### config.mk
export PLATFORM = sky130hd
export DESIGN_NAME = led_ring_fade_blink_engine_unit
export DESIGN_NICKNAME = d
export VERILOG_FILES = /design/src/design/lrfb_pkg.sv /design/src/design/lrfb_serial_div.sv /design/src/design/led_ring_fade_blink_engine_unit.sv
export SDC_FILE = /design/constraint.sdc
export NUM_CORES = 1
export LEC_CHECK = 0
export ABC_AREA = 1
export BUFFER_PORTS_ARGS = -buffer_cell sky130_fd_sc_hd__buf_4
export CORE_ASPECT_RATIO = 0.9
export CORE_MARGIN = 4
export CORE_UTILIZATION = 51
export CTS_CLUSTER_DIAMETER = 150
export DETAILED_ROUTE_END_ITERATION = 8
export GPL_TIMING_DRIVEN = 0
export PLACE_DENSITY = 0.68
export SETUP_SLACK_MARGIN = 0.15
export SLEW_MARGIN = 20
export SYNTH_ARGS = -nofsm -noshare
export SYNTH_HDL_FRONTEND = slang
export SYNTH_HIERARCHICAL = 1
export SYNTH_SLANG_ARGS = --single-unit
### constraint.sdc
create_clock -name clk -period 7.98 [get_ports clk]
set_input_delay 1.596 -clock clk [delete_from_list [all_inputs] [get_ports clk]]
set_output_delay 1.596 -clock clk [all_outputs]
set_load 0.01 [all_outputs]
### src/design/lrfb_pkg.sv
package lrfb_pkg;

  // Command codes carried in the func field.
  localparam logic [1:0] FUNC_START = 2'd0;
  localparam logic [1:0] FUNC_STOP  = 2'd1;
  localparam logic [1:0] FUNC_TICK  = 2'd2;

  // Configuration register indexes.
  localparam logic [1:0] REG_FADE_ENABLE      = 2'd0;
  localparam logic [1:0] REG_FADE_DURATION    = 2'd1;
  localparam logic [1:0] REG_BLINK_BRIGHTNESS = 2'd2;

  localparam logic [15:0] FADE_DURATION_RESET    = 16'd1000;
  localparam logic [7:0]  BLINK_BRIGHTNESS_RESET = 8'd255;

  localparam logic [7:0]  FULL_SCALE      = 8'd255;
  localparam logic [10:0] BLINK_PERIOD_MS = 11'd1000;
  localparam logic [10:0] BLINK_ON_MS     = 11'd500;

  typedef enum logic [1:0] {
    PH_IDLE,
    PH_FADE_IN,
    PH_FADE_OUT,
    PH_BLINK
  } phase_t;

  typedef enum logic [2:0] {
    S_IDLE,
    S_DECODE,
    S_MOD,
    S_LOAD,
    S_DIV,
    S_EMIT
  } state_t;

  typedef struct packed {
    logic [1:0]  func;
    logic [23:0] color;
    logic        ring_mode;
    logic        blink;
    logic [31:0] now_ms;
  } cmd_word_t;

  typedef struct packed {
    logic [5:0] pixel_index;
    logic [7:0] red;
    logic [7:0] green;
    logic [7:0] blue;
    logic       frame_last;
  } pix_word_t;

endpackage

### src/design/lrfb_serial_div.sv
// Scales an 8-bit channel by num/den with a floor. The product is formed
// in the start cycle, then one quotient bit is retired per cycle. The
// caller guarantees the quotient fits in 8 bits (num <= den).
module lrfb_serial_div (
  input  logic        clk,
  input  logic        rst,
  input  logic        start,
  input  logic [7:0]  c,
  input  logic [15:0] num,
  input  logic [15:0] den,
  output logic [7:0]  q,
  output logic        done
);

  logic [23:0] rem;
  logic [23:0] trial;
  logic [2:0]  k;
  logic        busy;

  assign trial = {8'd0, den} << k;

  always_ff @(posedge clk) begin
    if (rst) begin
      busy <= 1'b0;
      done <= 1'b0;
    end else begin
      done <= busy && (k == 3'd0);
      if (start) begin
        busy <= 1'b1;
      end else if (busy && (k == 3'd0)) begin
        busy <= 1'b0;
      end
    end
  end

  always_ff @(posedge clk) begin
    if (start) begin
      rem <= {16'd0, c} * {8'd0, num};
      k   <= 3'd7;
      q   <= 8'd0;
    end else if (busy) begin
      if (rem >= trial) begin
        rem  <= rem - trial;
        q[k] <= 1'b1;
      end
      k <= k - 3'd1;
    end
  end

endmodule

### src/design/led_ring_fade_blink_engine_unit.sv
// Channel  Signals                          Word
// -------  -------------------------------  ---------------------------------
// cmd      cmd_valid, cmd_stall, cmd_word   func, color, ring_mode, blink, now
// pix      pix_valid, pix_stall, pix_word   pixel_index, rgb, frame_last
// cfg      cfg_we, cfg_index, cfg_data      fade_enable, duration, brightness
//
// One command word is handled at a time; cmd_stall is high from acceptance
// until the last pixel word of its frame has been taken.
// A frame passes through accept, decode and the serial divider (six channel
// values: three plain and three complemented, each loaded and then divided) and
// then PIXELS output words; a blink tick adds the bit-serial elapsed-modulo-1000
// reduction before the divider. Words that draw nothing return to idle from decode.
// A stall on pix simply holds the current pixel word in place.
// Reset is synchronous and restores the register defaults and an idle ring.
module led_ring_fade_blink_engine_unit #(
  parameter int PIXELS = 16
) (
  input  logic                 clk,
  input  logic                 rst,
  input  logic                 cmd_valid,
  output logic                 cmd_stall,
  input  lrfb_pkg::cmd_word_t  cmd_word,
  output logic                 pix_valid,
  input  logic                 pix_stall,
  output lrfb_pkg::pix_word_t  pix_word,
  input  logic                 cfg_we,
  input  logic [1:0]           cfg_index,
  input  logic [15:0]          cfg_data
);

  localparam logic [5:0] LAST_PIX = 6'(PIXELS - 1);

  function automatic logic [7:0] chan(input logic [23:0] rgb, input logic [1:0] s);
    case (s)
      2'd0:    chan = rgb[23:16];
      2'd1:    chan = rgb[15:8];
      default: chan = rgb[7:0];
    endcase
  endfunction

  lrfb_pkg::state_t    state;
  lrfb_pkg::state_t    state_next;
  lrfb_pkg::phase_t    phase;
  lrfb_pkg::cmd_word_t cmd;

  // Configuration registers.
  logic        fade_en;
  logic [15:0] fade_dur;
  logic [7:0]  bright;

  // Engine state that persists between command words.
  logic [23:0] held_color;
  logic        comp_mode;
  logic [31:0] start_ms;

  // Frame being built: color, ring mode and the num/den scale factor.
  logic [23:0] frame_rgb;
  logic        frame_comp;
  logic [15:0] frame_num;
  logic [15:0] frame_den;
  logic [23:0] frame_rgb_next;
  logic        frame_comp_next;
  logic [15:0] frame_num_next;
  logic [15:0] frame_den_next;

  // Bit-serial modulo-1000 reduction of the elapsed time.
  logic [31:0] mod_sh;
  logic [9:0]  mod_rem;
  logic [4:0]  mod_cnt;
  logic [10:0] mod_raw;
  logic [10:0] mod_t;

  // Scaled channel values: entries 0..2 plain, 3..5 complemented.
  logic [7:0]  q [6];
  logic [2:0]  j;
  logic [5:0]  pix;
  logic [1:0]  pix_mod3;

  logic [31:0] elapsed;
  logic        fade_done;
  logic        div_start;
  logic        div_done;
  logic [7:0]  div_c;
  logic [7:0]  div_q;
  logic        comp_pix;

  assign elapsed   = cmd.now_ms - start_ms;
  assign fade_done = (fade_dur == 16'd0) || (elapsed >= {16'd0, fade_dur});

  assign mod_raw = {mod_rem, mod_sh[31]};
  assign mod_t   = (mod_raw >= lrfb_pkg::BLINK_PERIOD_MS) ?
                   mod_raw - lrfb_pkg::BLINK_PERIOD_MS : mod_raw;

  assign div_c = (j < 3'd3) ? chan(frame_rgb, j[1:0]) :
                 lrfb_pkg::FULL_SCALE - chan(frame_rgb, 2'(j - 3'd3));

  lrfb_serial_div u_div (
    .clk   (clk),
    .rst   (rst),
    .start (div_start),
    .c     (div_c),
    .num   (frame_num),
    .den   (frame_den),
    .q     (div_q),
    .done  (div_done)
  );

  // Next state.
  always_comb begin
    state_next = state;
    case (state)
      lrfb_pkg::S_IDLE: begin
        if (cmd_valid) begin
          state_next = lrfb_pkg::S_DECODE;
        end
      end
      lrfb_pkg::S_DECODE: begin
        case (cmd.func)
          lrfb_pkg::FUNC_START: begin
            state_next = (cmd.blink || fade_en) ? lrfb_pkg::S_IDLE : lrfb_pkg::S_LOAD;
          end
          lrfb_pkg::FUNC_STOP: begin
            state_next = fade_en ? lrfb_pkg::S_IDLE : lrfb_pkg::S_LOAD;
          end
          lrfb_pkg::FUNC_TICK: begin
            case (phase)
              lrfb_pkg::PH_IDLE:  state_next = lrfb_pkg::S_IDLE;
              lrfb_pkg::PH_BLINK: state_next = lrfb_pkg::S_MOD;
              default:            state_next = lrfb_pkg::S_LOAD;
            endcase
          end
          default: state_next = lrfb_pkg::S_IDLE;
        endcase
      end
      lrfb_pkg::S_MOD: begin
        if (mod_cnt == 5'd0) begin
          state_next = lrfb_pkg::S_LOAD;
        end
      end
      lrfb_pkg::S_LOAD: state_next = lrfb_pkg::S_DIV;
      lrfb_pkg::S_DIV: begin
        if (div_done) begin
          state_next = (j == 3'd5) ? lrfb_pkg::S_EMIT : lrfb_pkg::S_LOAD;
        end
      end
      lrfb_pkg::S_EMIT: begin
        if (!pix_stall && (pix == LAST_PIX)) begin
          state_next = lrfb_pkg::S_IDLE;
        end
      end
      default: state_next = lrfb_pkg::S_IDLE;
    endcase
  end

  // Outputs of the sequencer.
  always_comb begin
    cmd_stall = (state != lrfb_pkg::S_IDLE);
    pix_valid = (state == lrfb_pkg::S_EMIT);
    div_start = (state == lrfb_pkg::S_LOAD);
  end

  // Frame setup chosen at decode. By default a frame is all zeros at unit
  // scale, which covers the blank frames of stop and of a finished fade out.
  always_comb begin
    frame_rgb_next  = 24'd0;
    frame_comp_next = 1'b0;
    frame_num_next  = 16'd1;
    frame_den_next  = 16'd1;
    case (cmd.func)
      lrfb_pkg::FUNC_START: begin
        frame_rgb_next  = cmd.color;
        frame_comp_next = cmd.ring_mode;
      end
      lrfb_pkg::FUNC_TICK: begin
        case (phase)
          lrfb_pkg::PH_BLINK: begin
            frame_rgb_next = held_color;
            frame_num_next = {8'd0, bright};
            frame_den_next = {8'd0, lrfb_pkg::FULL_SCALE};
          end
          lrfb_pkg::PH_FADE_IN: begin
            frame_rgb_next  = held_color;
            frame_comp_next = comp_mode;
            if (!fade_done) begin
              frame_num_next = elapsed[15:0];
              frame_den_next = fade_dur;
            end
          end
          lrfb_pkg::PH_FADE_OUT: begin
            if (!fade_done) begin
              frame_rgb_next  = held_color;
              frame_comp_next = comp_mode;
              frame_num_next  = fade_dur - elapsed[15:0];
              frame_den_next  = fade_dur;
            end
          end
          default: ;
        endcase
      end
      default: ;
    endcase
  end

  // Pixels whose index is a multiple of three take the complement in ring mode.
  assign comp_pix             = frame_comp && (pix_mod3 == 2'd0);
  assign pix_word.pixel_index = pix;
  assign pix_word.red         = comp_pix ? q[3] : q[0];
  assign pix_word.green       = comp_pix ? q[4] : q[1];
  assign pix_word.blue        = comp_pix ? q[5] : q[2];
  assign pix_word.frame_last  = (pix == LAST_PIX);

  always_ff @(posedge clk) begin
    if (rst) begin
      state <= lrfb_pkg::S_IDLE;
    end else begin
      state <= state_next;
    end
  end

  // Configuration writes must arrive only while the engine is idle; the block itself does not enforce this.
  always_ff @(posedge clk) begin
    if (rst) begin
      fade_en  <= 1'b1;
      fade_dur <= lrfb_pkg::FADE_DURATION_RESET;
      bright   <= lrfb_pkg::BLINK_BRIGHTNESS_RESET;
    end else if (cfg_we) begin
      case (cfg_index)
        lrfb_pkg::REG_FADE_ENABLE:      fade_en  <= cfg_data[0];
        lrfb_pkg::REG_FADE_DURATION:    fade_dur <= cfg_data;
        lrfb_pkg::REG_BLINK_BRIGHTNESS: bright   <= cfg_data[7:0];
        default: ;
      endcase
    end
  end

  // Phase, held color, ring mode and phase start time.
  always_ff @(posedge clk) begin
    if (rst) begin
      phase      <= lrfb_pkg::PH_IDLE;
      held_color <= 24'd0;
      comp_mode  <= 1'b0;
      start_ms   <= 32'd0;
    end else if (state == lrfb_pkg::S_DECODE) begin
      case (cmd.func)
        lrfb_pkg::FUNC_START: begin
          if (cmd.blink) begin
            held_color <= cmd.color;
            phase      <= lrfb_pkg::PH_BLINK;
            start_ms   <= cmd.now_ms;
          end else begin
            comp_mode <= cmd.ring_mode;
            if (fade_en) begin
              held_color <= cmd.color;
              phase      <= lrfb_pkg::PH_FADE_IN;
              start_ms   <= cmd.now_ms;
            end
          end
        end
        lrfb_pkg::FUNC_STOP: begin
          if (fade_en) begin
            phase    <= lrfb_pkg::PH_FADE_OUT;
            start_ms <= cmd.now_ms;
          end
        end
        lrfb_pkg::FUNC_TICK: begin
          if (((phase == lrfb_pkg::PH_FADE_IN) || (phase == lrfb_pkg::PH_FADE_OUT))
              && fade_done) begin
            phase <= lrfb_pkg::PH_IDLE;
          end
        end
        default: ;
      endcase
    end
  end

  // Frame datapath.
  always_ff @(posedge clk) begin
    case (state)
      lrfb_pkg::S_IDLE: begin
        if (cmd_valid) begin
          cmd <= cmd_word;
        end
      end
      lrfb_pkg::S_DECODE: begin
        frame_rgb  <= frame_rgb_next;
        frame_comp <= frame_comp_next;
        frame_num  <= frame_num_next;
        frame_den  <= frame_den_next;
        mod_sh     <= elapsed;
        mod_rem    <= 10'd0;
        mod_cnt    <= 5'd31;
        j          <= 3'd0;
        pix        <= 6'd0;
        pix_mod3   <= 2'd0;
      end
      lrfb_pkg::S_MOD: begin
        mod_rem <= mod_t[9:0];
        mod_sh  <= mod_sh << 1;
        mod_cnt <= mod_cnt - 5'd1;
        // In the second half of each blink period the ring is dark.
        if ((mod_cnt == 5'd0) && (mod_t >= lrfb_pkg::BLINK_ON_MS)) begin
          frame_rgb <= 24'd0;
        end
      end
      lrfb_pkg::S_DIV: begin
        if (div_done) begin
          q[j] <= div_q;
          j    <= j + 3'd1;
        end
      end
      lrfb_pkg::S_EMIT: begin
        if (!pix_stall) begin
          pix      <= pix + 6'd1;
          pix_mod3 <= (pix_mod3 == 2'd2) ? 2'd0 : pix_mod3 + 2'd1;
        end
      end
      default: ;
    endcase
  end

endmodule

==> flow_summary.yaml, run 1 <==
status:
  status: "finished clean"
clocking:
  root_buffer: "clkbuf_16"
  tritoncts: "done"
  holdBufCountCts: 0
  h-tree-depth: 2
  clockBufferDepth: 3
  cts_sinks: 347
  cts-buffers-inserted: 39
  clkTransAtPathRegs_ps: 60
  clock_latency_ps: 560
  post_cts_buffers: 0
floorplan:
  die_area_sq_um: 51320
  start_util_pct: 51.90
  num_io_pins: 116
  die_x_um: 238.3
  die_h_um: 215.3
  num_rows: 75
  core_sq_um: 46920
worst_hold_path:
  hold_path.class: "reg -> reg"
routing:
  first_iter_violations: 1554
  ant_nets: 0
  dr.pass1.iters: 5
  vias_per_cell: 5.283
  post_drt_wl_per_cell_um: 16.90
  drt_wl_total_um: 66500
  vias: 20790
  drc: 0
synthesis:
  synth-seq-cells: 347
  synth_ff_type: "edfxtp_1"
  synth_seq_area_share_pct: 38.68
  syn_inst: 3127
  synth_cell_type_count: 57
  yosys.area.top_type: "edfxtp_1"
  ys.warnings.count: 6
  netlist_top_cells_count: "nand2_1 (818), inv_1 (583), edfxtp_1 (247), a21oi_1 (220), nor2_1 (201)"
  syn_nets: 3447
  synth_top_area_share_pct: 30.46
  yosysMostFrequentCell: "nand2_1"
  async_reset_ff_share_pct: 0
  synthTopCellsByArea: "edfxtp_1 (30%), nand2_1 (13%), inv_1 (9.0%), dfxtp_1 (8.2%), ha_1 (7.7%)"
  synth_edf_count: 247
  netlist_area_sq_um: 24350
  synth_area_per_cell_sq_um: 7.788
setup_path:
  crit-reg2reg-launch: "j[0]"
  r2r_setup_slack_ps: 680
  startpoint_type: "register"
  reg2reg_depth: 25
  crit_arrival_ps: 7600
  worst_setup_path_end_kind: "register"
  startpoint: "j[0]"
  path_class: "reg -> reg"
  r2r-end: "u_div/rem[20]"
  crit_end: "u_div/rem[20]"
  cp.required_ps: 8280
  cp_max_fo: 10
global_route:
  grtUsageMet1_pct: 34.48
  use_met3_pct: 3.320
  globalRouteTotalUtil_pct: 25.80
  busiest_layer: "met2"
  grt_max_degree: 33
  antenna_found_initial: 0
  grt_pass1_wl_um: 107000
  grt_util_met2_pct: 43.65
  grt_pass1_vias: 20670
  grt.overflow.total: 0
finish:
  nets: 3608
  drive_gt1_share_pct: 8.075
  final-seq-area_sq_um: 9419
  n_fill_cell: 4368
  syn_to_final_growth_pct: 12.48
  multi_input_area_sq_um: 12340
  diodes: 0
placed_design:
  hpwl_um: 53070
  gp_congestion: 0.9654
  port_buffers: 115
sta:
  slew_headroom_pct: 29.27
  fin_crit_sh_pct: 91.47
  slew_viol_final: 0
  final-setup-viol-count: 0
  finClkSkew_ps: 15.94
  rsz0062_at_grt: "false"
  finalHoldViolCount: 0
  min_period_ps: 7299
  tightest_slew_ps: 1058
  finalSetupTns_ps: 0
  fmax_mhz: 137.0
job:
  drv_cap: 0
[cell families (layout without fill, tap and decap cells)]
group,after synthesis,in the layout,synth area share (%)
simple gates,1291,1291,22.30
buf+inv,695,887,10.81
compound gates,492,492,10.75
flops,347,347,38.68
fa+ha+maj,237,237,14.86
xor+xnor,37,37,1.331
mux,28,28,1.274
[cell type report]
cell class,count,share of cell area [%]
buffer,100,1.466
multi-input combinational,2085,45.04
timing repair buffer,120,3.471
sequential,347,34.38
inverter,595,8.153
tap,616,2.814
clock inverter,15,0.4430
clock buffer,57,4.225
[stage by stage]
| stage | cells | setup WS (ps) | util, % | area, sq um | hold WS [ps] |
|---|---|---|---|---|---|
| final | 3935 | 680.6 | 58.38 | 27390 | 451.3 |
| after detailed placement | 3863 | 576.1 | 55.64 | 26110 | 443.6 |
| after global routing | 3935 | 166.1 | 58.38 | 27390 | 470.1 |
| after floorplan | 3127 | 2428 | - | 24350 | 423.9 |
| after global placement | 3858 | 685.9 | 55.39 | 25990 | 436.1 |
| after CTS | 3935 | 533.5 | 58.37 | 27390 | 453.5 |
[worst max-delay path, cell delays in order, from the launching register on]
cell      delay [ps]
edfxtp_1         580
inv_1            130
ha_1             310
inv_1            210
clkbuf_1         390
o21ai_0          150
o21ai_0          510
clkbuf_1         430
clkbuf_1         530
nand2_1          150
fa_1             490
fa_1             540
inv_1             40
fa_1             470
inv_1             50
fa_1             480
inv_1             40
ha_1             400
nand2_1          120
nor2_1           160
nor3b_1          300
nand3_1          160
nand3_1          110
nand2_1           50
nand3_1          130
nand2_1           90
[state kept, by name, summed over array words and instances, names as in the netlist, 8 cells and up]
| name | cells |
|---|---|
| cmd | 60 |
| q | 48 |
| mod_sh | 32 |
| start_ms | 32 |
| frame_rgb | 24 |
| held_color | 24 |
| u_div/rem | 24 |
| fade_dur | 16 |
| frame_den | 16 |
| frame_num | 16 |
| mod_rem | 10 |
| bright | 8 |
| u_div/q | 8 |
[how the worst min path moves through the flow]
stage                          endpoint     startpoint  cells after the start  slack (ps)
after global placement        comp_mode      comp_mode                      2         440
after floorplan               comp_mode      comp_mode                      2         420
after global routing       start_ms[16]   start_ms[16]                      2         470
after CTS                 held_color[4]  held_color[4]                      2         450
after detailed placement      bright[2]      bright[2]                      2         440
final                     held_color[4]  held_color[4]                      2         450
[what timing repair did]
action	in CTS	in global routing
hold endpoints to repair	0	0
setup endpoints to repair	0	1
gates resized for setup	0	4
[routing by layer]
metal / up-vias / part of all wire (%)
met5: - / 0
met4: 0 / 3.1
met3: 110 / 5.4
met2: 562 / 48
met1: 9785 / 44
li1: 10330 / -
[layout by cell type, fill, tap and decap left out, types with 13 or more instances in the layout]
master | Yosys | layout
o22ai_1 | 20 | 20
inv_1 | 583 | 583
dfxtp_1 | 100 | 100
nor3_1 | 33 | 29
fa_1 | 87 | 87
clkbuf_16 | 0 | 42
ha_1 | 150 | 150
nor2_1 | 201 | 199
nand3_1 | 140 | 140
clkbuf_1 | 89 | 97
o21ai_0 | 193 | 192
nand2_2 | 13 | 14
xor2_1 | 30 | 30
a21oi_1 | 220 | 220
o21bai_1 | 14 | 14
nand2_1 | 818 | 817
nand3b_1 | 13 | 13
edfxtp_1 | 247 | 247
nand4_1 | 26 | 26
buf_4 | 1 | 117
mux2_2 | 24 | 24
Power of run 1 is not shown: default switching activity piles up to over one toggle a cycle in this logic, so the estimate is an artifact.
==> run 2, diff against run 1 <==
Settings changed: CORE_UTILIZATION 51 to 40, PLACE_DENSITY 0.68 to default.
==> run 2 against run 1 <==
Net effect:
- critical path depth unchanged
- first-iteration DRC count decreased by 1.4%
- clock-buffer cell count decreased by 2
- highest routed layer unchanged
- global-route usage decreased by 5.3 points
- core utilization decreased by 12 points
- hold slack improved by 1.7 ps
- cell count increased by 4.2%
- wire length increased by 1.4%
==> flow_summary.yaml, run 2 (synthesis results as in run 1) <==
finish:
  largest_reg_flops: 60
  syn_to_final_growth_pct: 13.31
  n_fill_cell: 6035
  final_util_pct: 45.92
  layout_commonest_cell: "nand2_1"
  regMostFlops: "cmd"
  top_regs: "cmd: 60 flops, q: 48 flops"
  diodes: 0
  final-seq-area_sq_um: 9419
  multi_input_area_sq_um: 12350
  final_cell_mix: "nand2_1 (816), inv_1 (583), edfxtp_1 (247)"
  nets: 3606
  drive_gt1_share_pct: 7.989
floorplan:
  core_sq_um: 60090
  die_area_sq_um: 64900
  num_rows: 85
  start_util_pct: 40.53
  num_io_pins: 116
  die_x_um: 268.1
  die_h_um: 242.1
setup_path:
  startpoint_type: "register"
  worst_setup_path_end_kind: "register"
  path_class: "reg -> reg"
  cp_max_fo: 10
  cp.required_ps: 8300
  crit_arrival_ps: 7280
clocking:
  h-tree-depth: 2
  cts_resized: 0
  holdBufCountCts: 0
  cts-buffers-inserted: 39
  tritoncts: "done"
  clockBufferDepth: 3
  clkTransAtPathRegs_ps: 60
  clock_latency_ps: 570
  cts_sinks: 347
  root_buffer: "clkbuf_16"
  post_cts_buffers: 0
worst_hold_path:
  hold_path.class: "reg -> reg"
global_route:
  grt_pass1_vias: 19670
  antenna_found_initial: 2
  grt.overflow.total: 0
  grt_max_degree: 48
  grt_pass1_wl_um: 106600
  globalRouteTotalUtil_pct: 20.55
placed_design:
  port_buffers: 115
  hpwl_um: 53630
  pre_cts_slack_ps: 1145
  gp_congestion: 0.9218
status:
  status: "finished clean"
sta:
  final-setup-viol-count: 0
  slew_headroom_pct: 32.81
  fmax_mhz: 143.5
  tightest_slew_ps: 1005
  rsz0062_at_grt: "false"
  finalSetupTns_ps: 0
  fin_crit_sh_pct: 87.30
  slew_viol_final: 0
  hold_slack_ps: 453.0
  finalHoldViolCount: 0
  fin_ws_ps: 1013
  finClkSkew_ps: 30.73
  min_period_ps: 6967
routing:
  dr.pass1.iters: 5
  first_iter_violations: 1532
  drc: 0
  vias: 20350
  ant_nets: 0
  post_drt_wl_per_cell_um: 16.45
  vias_per_cell: 4.963
  drt_wl_total_um: 67440
job:
  drv_cap: 0
==> run 2: worst paths after layout <==
path	slack, ps	from	endpoint	cells after the start
setup reg to reg	1010	j[0]	u_div/rem[20]	25
setup / recovery	1010	j[0]	u_div/rem[20]	25
hold reg to reg	450	held_color[9]	held_color[9]	2
hold / removal	450	held_color[9]	held_color[9]	2
==> run 2: layout make-up <==
type	instances	share of cell area, %
flip-flops and latches	347	34.13
plain buffers	100	1.446
well taps	783	3.550
clock inverters	17	0.8570
clock buffers	55	3.827
inverters	595	8.094
repair buffers	118	3.346
multi-input cells	2085	44.74
==> run 2: stage by stage <==
step	cells	area, sq um
after floorplan	3127	24350
after global placement	4025	26200
after detailed placement	4028	26300
after CTS	4100	27590
after global routing	4100	27590
final	4100	27590
==> run 2: routing by layer <==
| layer | track usage (%) | share of wire (%) | vias up |
|---|---|---|---|
| li1 | - | - | 10320 |
| met1 | 29.51 | 47 | 9414 |
| met2 | 32.39 | 44 | 524 |
| met3 | 2.935 | 5.5 | 92 |
| met4 | 5.841 | 2.8 | 0 |
| met5 | 0 | 0 | - |
==> run 2: worst max-delay path, stage by stage, from the launching register on <==
cell      delay [ps]
edfxtp_1         580
inv_1            110
ha_1             300
inv_1            200
clkbuf_1         350
o21ai_0          150
o21ai_0          230
clkbuf_1         460
clkbuf_1         590
nand2_1          150
fa_1             490
fa_1             550
inv_1             50
fa_1             500
inv_1             60
fa_1             480
inv_1             50
ha_1             390
nand2_1          110
nor2_1           130
nor3b_1          300
nand3_1          150
nand3_1          110
nand2_1           50
nand3_1           80
nand2_1           70
Power of run 2 is left out for the same reason.
